<file path="config.mk">
export PLATFORM = sky130hd
export DESIGN_NAME = greedy_page_breaker_unit
export DESIGN_NICKNAME = d
export VERILOG_FILES = /design/src/hw/rtl/gpb_pkg.sv /design/src/hw/rtl/gpb_front.sv /design/src/hw/rtl/gpb_queue.sv /design/src/hw/rtl/gpb_back.sv /design/src/hw/rtl/greedy_page_breaker_unit.sv
export SDC_FILE = /design/constraint.sdc
export NUM_CORES = 2
export LEC_CHECK = 0
export BUFFER_PORTS_ARGS = -buffer_cell sky130_fd_sc_hd__clkbuf_2
export CORE_MARGIN = 4
export CORE_UTILIZATION = 59
export CTS_BUF_LIST = sky130_fd_sc_hd__clkbuf_8
export DETAILED_ROUTE_END_ITERATION = 10
export GPL_ROUTABILITY_DRIVEN = 0
export PLACE_DENSITY = 0.76
export SETUP_SLACK_MARGIN = 0.5
export SLEW_MARGIN = 10
export SYNTH_ARGS = -nofsm -noshare
export SYNTH_HDL_FRONTEND = slang
export SYNTH_HIERARCHICAL = 1
export SYNTH_SLANG_ARGS = --single-unit
</file>
<file path="constraint.sdc">
create_clock -name i_clk -period 13.04 [get_ports i_clk]
set_input_delay 0.652 -clock i_clk [delete_from_list [all_inputs] [get_ports i_clk]]
set_output_delay 0.652 -clock i_clk [all_outputs]
set_load 0.1 [all_outputs]
</file>
<file path="src/hw/rtl/gpb_pkg.sv">
// Package for the greedy page breaker: word types, widths and item kind codes.
// No dependencies; every other file refers to it by scoped names.
`default_nettype none

package gpb_pkg;

    localparam int FRAC_BITS   = 16;
    localparam int COUNT_BITS  = 16;
    localparam int TARGET_W    = 31;

    // Item kinds
    localparam logic [1:0] KIND_BOX    = 2'd0;
    localparam logic [1:0] KIND_GLUE   = 2'd1;
    localparam logic [1:0] KIND_OTHER  = 2'd2;
    localparam logic [1:0] KIND_ABSENT = 2'd3;

    // Queue between front and back
    localparam int QUEUE_DEPTH = 4;
    localparam int QPTR_W      = $clog2(QUEUE_DEPTH);
    localparam int QCNT_W      = $clog2(QUEUE_DEPTH + 1);

    // Badness datapath: gaps of five units or more clip, so |gap| fits FRAC_BITS + 3 bits
    localparam int ABS_W       = FRAC_BITS + 3;
    localparam int SQ_W        = 2 * ABS_W;
    localparam int CUBE_W      = 3 * ABS_W;
    localparam int SCALED_W    = CUBE_W + 7;
    localparam int BAD_LSB     = 3 * FRAC_BITS;
    localparam int BAD_RAW_W   = SCALED_W - BAD_LSB;
    localparam int BAD_W       = 14;
    localparam logic [BAD_W-1:0] BAD_MAX = BAD_W'(10000);
    localparam logic [32:0] CLIP_ABS = 33'(5) << FRAC_BITS;

    typedef struct packed {
        logic [1:0]         item_kind;
        logic signed [31:0] box_height;
        logic signed [31:0] box_depth;
        logic signed [31:0] glue_width;
        logic               last_item;
    } t_item;

    typedef struct packed {
        logic signed [31:0] page_height;
        logic [15:0]        page_number;
        logic [15:0]        page_length;
        logic [BAD_W-1:0]   page_badness;
        logic               final_page;
    } t_page;

    // Page record queued by the front; badness still to be worked out from gap
    typedef struct packed {
        logic signed [31:0] height;
        logic [15:0]        number;
        logic [15:0]        length;
        logic signed [32:0] gap;
        logic               final_page;
    } t_page_rec;

    typedef struct packed {
        logic we0;
        logic we1;
    } t_push;

endpackage

`default_nettype wire

</file>
<file path="src/hw/rtl/gpb_front.sv">
// Front of the page breaker: target register, running height, slot and page counts.
// Classifies each word and pushes up to two page records. Depends on gpb_pkg.
`default_nettype none

module gpb_front (
    input  wire                                i_clk,
    input  wire                                i_rst_n,
    input  wire                                i_cfg_we,
    input  wire [gpb_pkg::TARGET_W-1:0]        i_cfg_data,
    input  wire                                i_accept,
    input  wire gpb_pkg::t_item                i_item,
    output gpb_pkg::t_push                     o_push,
    output gpb_pkg::t_page_rec                 o_rec0,
    output gpb_pkg::t_page_rec                 o_rec1
);

    localparam logic [gpb_pkg::COUNT_BITS-1:0] CountMax = '1;

    logic [gpb_pkg::TARGET_W-1:0]   r_target;
    logic signed [31:0]             r_height, n_height;
    logic [gpb_pkg::COUNT_BITS-1:0] r_items, n_items;
    logic [gpb_pkg::COUNT_BITS-1:0] r_pages, n_pages;

    logic signed [32:0] span;
    logic signed [33:0] sum;
    logic               over;
    logic               brk;
    logic               absent;
    logic [gpb_pkg::COUNT_BITS-1:0] items_base;
    gpb_pkg::t_page_rec rec_brk;
    gpb_pkg::t_page_rec rec_fin;

    function automatic logic signed [31:0] sat_span(input logic signed [32:0] v);
        if (v[32] != v[31]) begin
            return v[32] ? 32'sh8000_0000 : 32'sh7FFF_FFFF;
        end
        return v[31:0];
    endfunction

    function automatic logic signed [31:0] sat_sum(input logic signed [33:0] v);
        if (!((v[33:31] == 3'b000) || (v[33:31] == 3'b111))) begin
            return v[33] ? 32'sh8000_0000 : 32'sh7FFF_FFFF;
        end
        return v[31:0];
    endfunction

    always_comb begin
        case (i_item.item_kind)
            gpb_pkg::KIND_BOX:  span = 33'(i_item.box_height) + 33'(i_item.box_depth);
            gpb_pkg::KIND_GLUE: span = 33'(i_item.glue_width);
            default:            span = '0;
        endcase
        absent = (i_item.item_kind == gpb_pkg::KIND_ABSENT);
        sum    = 34'(r_height) + 34'(span);
        over   = sum > $signed({3'b000, r_target});
        brk    = !absent && over && (r_items != '0);

        if (absent) begin
            n_height = r_height;
        end else if (brk) begin
            n_height = sat_span(span);
        end else begin
            n_height = sat_sum(sum);
        end
        items_base = brk ? '0 : r_items;
        n_items    = (items_base == CountMax) ? items_base : items_base + 1'b1;
        n_pages    = brk ? r_pages + 1'b1 : r_pages;

        rec_brk.height     = r_height;
        rec_brk.number     = 16'(r_pages);
        rec_brk.length     = 16'(r_items);
        rec_brk.gap        = $signed({2'b00, r_target}) - 33'(r_height);
        rec_brk.final_page = 1'b0;

        rec_fin.height     = n_height;
        rec_fin.number     = 16'(n_pages);
        rec_fin.length     = 16'(n_items);
        rec_fin.gap        = '0;
        rec_fin.final_page = 1'b1;

        o_push.we0 = i_accept && (brk || i_item.last_item);
        o_push.we1 = i_accept && brk && i_item.last_item;
        o_rec0     = brk ? rec_brk : rec_fin;
        o_rec1     = rec_fin;
    end

    always_ff @(posedge i_clk) begin
        if (!i_rst_n) begin
            r_target <= '0;
            r_height <= '0;
            r_items  <= '0;
            r_pages  <= '0;
        end else begin
            if (i_cfg_we) begin
                r_target <= i_cfg_data;
            end
            if (i_accept) begin
                // close the run on the last word
                if (i_item.last_item) begin
                    r_height <= '0;
                    r_items  <= '0;
                    r_pages  <= '0;
                end else begin
                    r_height <= n_height;
                    r_items  <= n_items;
                    r_pages  <= n_pages;
                end
            end
        end
    end

endmodule

`default_nettype wire

</file>
<file path="src/hw/rtl/gpb_queue.sv">
// Short record queue between front and back; takes up to two records a cycle.
// Depends on gpb_pkg.
`default_nettype none

module gpb_queue (
    input  wire                   i_clk,
    input  wire                   i_rst_n,
    input  wire gpb_pkg::t_push     i_push,
    input  wire gpb_pkg::t_page_rec i_rec0,
    input  wire gpb_pkg::t_page_rec i_rec1,
    input  wire                   i_pop,
    output gpb_pkg::t_page_rec    o_head,
    output logic                  o_empty,
    output logic                  o_room
);

    gpb_pkg::t_page_rec              r_mem [gpb_pkg::QUEUE_DEPTH];
    logic [gpb_pkg::QPTR_W-1:0]      r_wptr, r_rptr;
    logic [gpb_pkg::QCNT_W-1:0]      r_count, n_count;
    logic [gpb_pkg::QPTR_W-1:0]      wptr1;

    always_comb begin
        wptr1   = r_wptr + 1'b1;
        n_count = r_count + gpb_pkg::QCNT_W'(i_push.we0) + gpb_pkg::QCNT_W'(i_push.we1)
                  - gpb_pkg::QCNT_W'(i_pop);
        o_head  = r_mem[r_rptr];
        o_empty = (r_count == '0);
        // room for a word that closes two pages at once
        o_room  = (r_count <= gpb_pkg::QCNT_W'(gpb_pkg::QUEUE_DEPTH - 2));
    end

    always_ff @(posedge i_clk) begin
        if (i_push.we0) begin
            r_mem[r_wptr] <= i_rec0;
        end
        if (i_push.we1) begin
            r_mem[wptr1] <= i_rec1;
        end
    end

    always_ff @(posedge i_clk) begin
        if (!i_rst_n) begin
            r_wptr  <= '0;
            r_rptr  <= '0;
            r_count <= '0;
        end else begin
            r_wptr  <= r_wptr + gpb_pkg::QPTR_W'(i_push.we0) + gpb_pkg::QPTR_W'(i_push.we1);
            r_rptr  <= r_rptr + gpb_pkg::QPTR_W'(i_pop);
            r_count <= n_count;
        end
    end

    a_no_overflow: assert property (@(posedge i_clk) disable iff (!i_rst_n)
        r_count <= gpb_pkg::QCNT_W'(gpb_pkg::QUEUE_DEPTH))
        else $error("record queue overflow");

    a_no_underflow: assert property (@(posedge i_clk) disable iff (!i_rst_n)
        i_pop |-> !o_empty)
        else $error("pop from empty record queue");

    a_second_needs_first: assert property (@(posedge i_clk) disable iff (!i_rst_n)
        i_push.we1 |-> i_push.we0)
        else $error("second lane written without first");

endmodule

`default_nettype wire

</file>
<file path="src/hw/rtl/gpb_back.sv">
// Back of the page breaker: pops a page record, works out the cubic badness in
// three multiply stages and holds the page word in the output register. Depends on gpb_pkg.
`default_nettype none

module gpb_back (
    input  wire                   i_clk,
    input  wire                   i_rst_n,
    input  wire gpb_pkg::t_page_rec i_head,
    input  wire                   i_empty,
    output logic                  o_pop,
    output logic                  o_out_valid,
    input  wire                   i_out_ready,
    output gpb_pkg::t_page        o_out_page
);

    localparam logic [2:0] ST_IDLE  = 3'd0;
    localparam logic [2:0] ST_SQ    = 3'd1;
    localparam logic [2:0] ST_CUBE  = 3'd2;
    localparam logic [2:0] ST_SCALE = 3'd3;
    localparam logic [2:0] ST_DONE  = 3'd4;

    logic [2:0]                       r_state, n_state;
    gpb_pkg::t_page_rec               r_rec;
    logic                             r_clip;
    logic [gpb_pkg::ABS_W-1:0]        r_abs;
    logic [gpb_pkg::SQ_W-1:0]         r_sq;
    logic [gpb_pkg::CUBE_W-1:0]       r_cube;
    logic [gpb_pkg::SCALED_W-1:0]     r_scaled;
    logic                             r_out_valid;
    gpb_pkg::t_page                   r_out_page, n_out_page;

    logic [32:0]                      gap_abs;
    logic [gpb_pkg::BAD_RAW_W-1:0]    bad_raw;
    logic [gpb_pkg::BAD_W-1:0]        badness;
    logic                             load;

    always_comb begin
        gap_abs = i_head.gap[32] ? 33'(-i_head.gap) : 33'(i_head.gap);
        bad_raw = r_scaled[gpb_pkg::SCALED_W-1:gpb_pkg::BAD_LSB];
        if (r_rec.final_page) begin
            badness = '0;
        end else if (r_clip || (bad_raw > gpb_pkg::BAD_RAW_W'(gpb_pkg::BAD_MAX))) begin
            badness = gpb_pkg::BAD_MAX;
        end else begin
            badness = gpb_pkg::BAD_W'(bad_raw);
        end

        n_out_page.page_height  = r_rec.height;
        n_out_page.page_number  = r_rec.number;
        n_out_page.page_length  = r_rec.length;
        n_out_page.page_badness = badness;
        n_out_page.final_page   = r_rec.final_page;

        o_pop   = (r_state == ST_IDLE) && !i_empty;
        load    = (r_state == ST_DONE) && (!r_out_valid || i_out_ready);
        n_state = r_state;
        case (r_state)
            ST_IDLE:  if (!i_empty) n_state = ST_SQ;
            ST_SQ:    n_state = ST_CUBE;
            ST_CUBE:  n_state = ST_SCALE;
            ST_SCALE: n_state = ST_DONE;
            ST_DONE:  if (load) n_state = ST_IDLE;
            default:  n_state = ST_IDLE;
        endcase

        o_out_valid = r_out_valid;
        o_out_page  = r_out_page;
    end

    // datapath
    always_ff @(posedge i_clk) begin
        if (o_pop) begin
            r_rec  <= i_head;
            r_clip <= (gap_abs >= gpb_pkg::CLIP_ABS);
            r_abs  <= gap_abs[gpb_pkg::ABS_W-1:0];
        end
        if (r_state == ST_SQ) begin
            r_sq <= gpb_pkg::SQ_W'(r_abs) * gpb_pkg::SQ_W'(r_abs);
        end
        if (r_state == ST_CUBE) begin
            r_cube <= gpb_pkg::CUBE_W'(r_sq) * gpb_pkg::CUBE_W'(r_abs);
        end
        if (r_state == ST_SCALE) begin
            r_scaled <= gpb_pkg::SCALED_W'(r_cube) * gpb_pkg::SCALED_W'(100);
        end
        if (load) begin
            r_out_page <= n_out_page;
        end
    end

    always_ff @(posedge i_clk) begin
        if (!i_rst_n) begin
            r_state     <= ST_IDLE;
            r_out_valid <= 1'b0;
        end else begin
            r_state <= n_state;
            if (load) begin
                r_out_valid <= 1'b1;
            end else if (i_out_ready) begin
                r_out_valid <= 1'b0;
            end
        end
    end

    a_badness_range: assert property (@(posedge i_clk) disable iff (!i_rst_n)
        r_out_valid |-> (r_out_page.page_badness <= gpb_pkg::BAD_MAX))
        else $error("badness above limit");

    a_final_zero: assert property (@(posedge i_clk) disable iff (!i_rst_n)
        (r_out_valid && r_out_page.final_page) |-> (r_out_page.page_badness == '0))
        else $error("final page with nonzero badness");

    a_pop_idle: assert property (@(posedge i_clk) disable iff (!i_rst_n)
        o_pop |=> (r_state == ST_SQ))
        else $error("pop did not start the badness sequence");

endmodule

`default_nettype wire

</file>
<file path="src/hw/rtl/greedy_page_breaker_unit.sv">
// Top level of the greedy page breaker: front, record queue and badness back end.
// Depends on gpb_pkg, gpb_front, gpb_queue, gpb_back.
//
//   channel | signals                              | direction
//   input   | i_in_valid, o_in_ready, i_in_item    | item words in
//   output  | o_out_valid, i_out_ready, o_out_page | page words out
//   config  | i_cfg_we, i_cfg_data                 | target height write
//
// The front takes one item word per cycle while the record queue has room for two
// records, whether or not the word closes a page.
// Back end steps per page, in order: pop, square, cube, scale by 100, load.
// Reset is synchronous and clears counts, target, queue pointers and output valid.
// A stalled output holds its word; the queue then fills and o_in_ready drops.
`default_nettype none

module greedy_page_breaker_unit (
    input  wire                              i_clk,
    input  wire                              i_rst_n,
    input  wire                              i_cfg_we,
    input  wire [gpb_pkg::TARGET_W-1:0]      i_cfg_data,
    input  wire                              i_in_valid,
    output logic                             o_in_ready,
    input  wire gpb_pkg::t_item              i_in_item,
    output logic                             o_out_valid,
    input  wire                              i_out_ready,
    output gpb_pkg::t_page                   o_out_page
);

    gpb_pkg::t_push     push;
    gpb_pkg::t_page_rec rec0, rec1, head;
    logic               q_empty, q_room, pop, accept;

    assign o_in_ready = q_room;
    assign accept     = i_in_valid && q_room;

    gpb_front u_front (
        .i_clk      (i_clk),
        .i_rst_n    (i_rst_n),
        .i_cfg_we   (i_cfg_we),
        .i_cfg_data (i_cfg_data),
        .i_accept   (accept),
        .i_item     (i_in_item),
        .o_push     (push),
        .o_rec0     (rec0),
        .o_rec1     (rec1)
    );

    gpb_queue u_queue (
        .i_clk   (i_clk),
        .i_rst_n (i_rst_n),
        .i_push  (push),
        .i_rec0  (rec0),
        .i_rec1  (rec1),
        .i_pop   (pop),
        .o_head  (head),
        .o_empty (q_empty),
        .o_room  (q_room)
    );

    gpb_back u_back (
        .i_clk       (i_clk),
        .i_rst_n     (i_rst_n),
        .i_head      (head),
        .i_empty     (q_empty),
        .o_pop       (pop),
        .o_out_valid (o_out_valid),
        .i_out_ready (i_out_ready),
        .o_out_page  (o_out_page)
    );

endmodule

`default_nettype wire

</file>
; Yosys cells after proc, flatten, opt, wreduce, memory -nomap -nowiden
; Memory sizes are Yosys's and may differ from the RTL's. A register that Yosys moved wholly into a read port is not among the register bits.
; Index checks and enable logic that the tools add are counted.
[word_totals]
inputBits = 135
word_cells = 113
reg_bits = 427
n_memories = 1
output_inout_bits = 81
ram_bits = 392
[memory_table]
columns = memory, depth, word_bits, read_ports, rd_clocked_by_memory_dff, write_ports, line_no
row1 = u_queue.r_mem, 4, 98, 1, 1, 2, gpb_queue.sv:17  ; gpb_pkg::t_page_rec r_mem [gpb_pkg::QUEUE_DEPTH];
[classes]
n_eq_ne = 11
n_mul = 3
mux = 34
n_reduce_logical = 23
order_cmp = 4
addsub = 13
[op_table]
columns = op, n
row1 = two-way mux 32 bit, 9
row2 = two-way mux 98 bit, 1
row3 = two-way mux 16 bit, 5
row4 = case mux 33 bit (2 select lines), 1
row5 = "multiplier 57 x 5 -> 62 bit, second input constant", 1
row6 = multiplier 38 x 19 -> 57 bit, 1
row7 = multiplier 19 x 19 -> 38 bit, 1
row8 = adder 32 x 33 -> 34 bit, 1
row9 = > comparator 34 x 32 -> 1 bit, 1
row10 = adder 32 x 32 -> 33 bit, 1
row11 = ">= comparator 33 x 19 -> 1 bit, second input constant", 1
row12 = two-way mux 33 bit, 1
row13 = negation 33 bit, 1
row14 = subtractor 32 x 32 -> 33 bit, 1
row15 = "adder 16 x 1 -> 16 bit, second input constant", 2
row16 = "== test 16 bit, second input constant", 1
row17 = "> comparator 16 x 14 -> 1 bit, second input constant", 1
row18 = nonzero test 16 bit, 1
row19 = case mux 3 bit (5 select lines), 1
row20 = two-way mux 14 bit, 1
row21 = two-way mux 1 bit, 12
row22 = zero test 3 bit, 3
row23 = logical AND 1 bit, 8
row24 = adder 2 x 1 -> 2 bit, 3
row25 = other kinds (20), 29

; Depth between registers and ports, before layout
[logic_depth]
word_depth = 12
ltp_mapped = 40
ltp_nobuf = 40

; By module
; The synthesis kept the hierarchy.
[modules_own_cells]
columns = mod, seq_area_each_um2, cells_each, n_inst, area_per_inst_um2
row1 = gpb_back, 8308.0, 5003, 1, 47783.3
row2 = gpb_queue, 11911.4, 990, 1, 19223.4
row3 = gpb_front, 1901.8, 1767, 1, 12261.8
row4 = greedy_page_breaker_unit, 0.0, 1, 1, 6.3

; Worst setup path before layout
; No wires, ideal clock.
[synth_timing]
kind = in2reg
from = in i_in_item[40] in the netlist's numbering
to = mem u_queue/r_mem[0][0] in the netlist's numbering, enable pin
path_buffers = 0
slack_ps = -754
arrival_ps = 13104
setup_ps = 690
stages = 31
t_required_ps = 12350
cell_sequence = ha_1 > a21o_1 > a211oi_1 > nand3_1 > a31o_2 > a21o_1 > a31oi_1 > xnor2_1 > mux2i_1 > nor2_1 > ha_1 > a21o_1 > a21o_1 > a211o_1 > a22o_1 > or3_1 > a31o_2 > a21oi_1 > xnor2_1 > ha_1 > and3_1 > nand4_1 > o21ai_0 > a311oi_1 > nand3b_4 > nand2_4 > inv_2 > nor2_1 > nor2_1 > nand2b_1 > o21ai_0
[synth_rtl]
columns = item, line_no
row1 = start: declaration, greedy_page_breaker_unit.sv:23  ; input wire gpb_pkg::t_item i_in_item,
row2 = end: declaration, gpb_queue.sv:17

==> results by group <==
STA
  – Final-report max-slew violation count: 0
  – Worst Tran Pin Value: approximately 1.1 ns
  – Final Skew: roughly 0.06 ns
  – Final setup violation count: 0
  – RSZ-0062 raised after global routing: no
  – Hold WS: 0.2109 ns
  – Hold Fails Final Rpt: 0
  – Tmin final: about 9 ns
  – Worst rel slew slack: a little over a quarter
  – Fin crit share: 69.36%
  – Max Freq: ~110 MHz

Synthesis
  – Syn. warnings: 6
  – Top post-synthesis cells by area: edfxtp_1 25%, fa_1 23%, ha_1 9.1%
  – EDFF count, synth: about 670
  – Syn avg cell area: 10.21 sq um
  – Asr flop ratio synth: 0%
  – Area share of the largest cell type after synthesis: ~25%
  – Sequential share of the synthesized area: between 20 and 30%
  – Post-synthesis register bit count: ~770
  – Area leader, netlist: edfxtp_1
  – Post-Syn Instances: ~7,800
  – Main synth FF type: edfxtp_1
  – Mapped Area: between 70,000 and 80,000 sq um
  – Post-synth cell types: ~100

Floorplanning
  – Die Y: roughly 370 microns
  – Core ar.: about 130,000 sq um
  – Rows: about 130
  – Die X: 374.6 microns
  – Full die area: about 140,000 sq um
  – I/O pin cnt: roughly 220
  – Initial core utilization: between 50 and 60%

Clock tree
  – H-tree levels: 4
  – Longest Clk Path Bufs: 3
  – CTS tree: built
  – CTS Sinks: ~770
  – Post-CTS sizing: 0
  – Reg clk slew, reported paths: ~0.05 ns
  – Root buffer cell: clkbuf_8
  – Clock latency on the worst-skew pair: about 0.87 ns
  – CTS buffer count: approximately 130

Drt
  – DR vias/cell: 5.824
  – DR WL/cell: between 20 and 25 microns
  – Detailed-route via count: around 57,000
  – Final WL: slightly below 200 mm
  – Residual DRC: 0
  – First DRT Iteration DRCs: between 4,000 and 5,000
  – Post-DRT Antenna Nets: 0
  – 1st-pass router iterations: 6

Critical path
  – Critical-path top delay cell: o21ai_4
  – Depth of the most critical reg-to-reg path: 24
  – CP Launch Point: i_in_item[65]
  – Crit path max-delay family: simple AND/OR/NAND/NOR gates
  – Worst setup EP type: flop
  – Reg-to-Reg End: u_back/r_cube[56]
  – Crit path capture: u_queue/r_mem[0][86]
  – Cell mode on critical path: nor2_1
  – Worst R2R Start: u_back/r_abs[9]
  – WP buf/inv: 5
  – Data arrival time of the worst path: about 9.5 ns
  – CP max FO: 73
  – Crit path depth: 34
  – Critical Path Source Type: primary input
  – R2R setup slack: between 4 and 5 ns
  – Crit Path Class: in2reg
  – Slowest stage delay, CP: between 0.7 and 0.8 ns
  – Req. time, crit path: about 14 ns

Global routing
  – Grt ovf: 0
  – Initial antenna violation count: 4
  – Vias in the first global route: just over 60,000
  – Met3 Usage GRT: under 10%
  – Most Crowded Layer GR: met2
  – Met2 Track Usage GR: approximately 49%
  – Largest net degree at the start of global routing: ~100
  – GRT Total Usage: about 28%
  – Met1 Use GR: between 30% and 40%
  – First-pass GRT wire length: around 320 mm

Final layout
  – P&R area growth vs syn: 6.712%
  – Commonest non-fill, non-tap cells in the layout: 1,493 x inv_1, 906 x fa_1, 803 x nand2_1, 666 x edfxtp_1, 575 x ha_1
  – NumNets Final: ~9,500
  – Share of layout cells above drive strength 1: approximately 13%
  – Commonest non-fill, non-tap cell in the layout: inv_1
  – Fin cells: 9,725

Hold path
  – Hold WC Path Type: in2reg
  – Beginning of the worst hold path: i_out_ready

Place
  – Placed Instances: ~9,400
  – Port bufs: around 220
  – DP HPWL: 140.1 mm

Status
  – Status: complete, no violations

Run
  – Max-cap viol count: 0
cell usage after synthesis (32+ instances only):
| cell | instances |
|---|---|
| nand2_1 | 803 |
| a21o_1 | 117 |
| nor2b_1 | 33 |
| ha_1 | 575 |
| mux2_2 | 384 |
| xnor2_1 | 139 |
| and2_1 | 371 |
| a21oi_1 | 313 |
| xor2_1 | 93 |
| nand3_1 | 65 |
| clkbuf_1 | 286 |
| and3_1 | 42 |
| o21ai_0 | 224 |
| mux4_2 | 98 |
| fa_1 | 906 |
| inv_1 | 1451 |
| buf_4 | 38 |
| a31oi_1 | 38 |
| nand4_1 | 43 |
| dfxtp_1 | 106 |
| buf_2 | 52 |
| nor3_1 | 69 |
| edfxtp_1 | 666 |
| mux2i_1 | 44 |
| nor2_1 | 284 |
| a211oi_1 | 32 |
repair_timing:
item	CTS	global route
setup buffers	0	0
hold buffers	31	0
endpoints found under the hold margin	31	0
routing by layer:
metal  vias to the layer above  share of wire, %
met5                         -             0.024
met4                         6               4.8
met3                       559               7.5
met2                      2370                50
met1                     28082                38
li1                      25619                 -
how the worst min path moves through the flow:
| stage | endpoint | slack, ns | cells after the start |
|---|---|---|---|
| after floorplan | u_back/o_out_page[15] | 0.40 | 0 |
| after global placement | u_back/o_out_page[43] | 0.40 | 0 |
| after detailed placement | u_back/o_out_page[33] | 0.40 | 0 |
| after CTS | u_back/o_out_valid | 0.10 | 3 |
| after global routing | u_back/o_out_valid | 0.16 | 3 |
| final | u_back/o_out_valid | 0.21 | 3 |
tightest hold or removal path, delay by kind of cell:
family	cells	cell delay (ns)
AO/OA/AOI/OAI	1	0.18
AND/OR/NAND/NOR	1	0.08
buffers and inverters	1	0.08
logic make-up after synthesis:
family                     Yosys count  synth area share, %
and+or+nand+nor                   1866                11.27
AOI/OAI and AO/OA                 1008                8.105
DFF                                772                27.90
adders and majority gates         1481                31.95
muxes                              538                9.007
other                                4              0.01893
xor gates and xnor gates           232                2.563
buffers and inverters             1860                9.173
flip-flops by register name, summed over array words and instances (netlist names):
register and flops:
u_back/r_abs 19, u_back/r_state 3, u_back/r_clip 1, u_queue/r_rptr 2, u_front/r_pages 16, u_back/r_scaled 16
u_front/r_items 16, u_back/o_out_valid 1, u_back/o_out_page 79, u_back/r_sq 37, u_queue/r_wptr 2, u_back/r_cube 57
u_front/r_height 32, u_back/n_out_page 65, u_front/r_target 31, u_queue/r_count 3, u_queue/r_mem 392
area by class of cell:
type / instances / area (sq um)
clock inverters: 97 / 673.1
clock buffers: 147 / 2023
multi-input cells: 5168 / 50120
inverters: 1455 / 5461
diodes: 2 / 5.005
flip-flops and latches: 772 / 22130
repair buffers: 316 / 1974
well taps: 1768 / 2212
fillers: 10600 / 48860
through the flow:
| step | util [%] | setup slack, ns | setup TNS (ns) | area (sq um) |
|---|---|---|---|---|
| global route | 63.39 | 3.404 | 0 | 84590 |
| global placement | 61.13 | 3.569 | 0 | 81580 |
| CTS | 63.38 | 4.289 | 0 | 84590 |
| floorplan | - | -0.7537 | -147.72 | 79420 |
| finish | 63.39 | 3.996 | 0 | 84600 |
| detailed placement | 61.13 | 3.403 | 0 | 81580 |
Power is not shown: default switching activity piles up to over one toggle a cycle in this logic, so the estimate is an artifact.
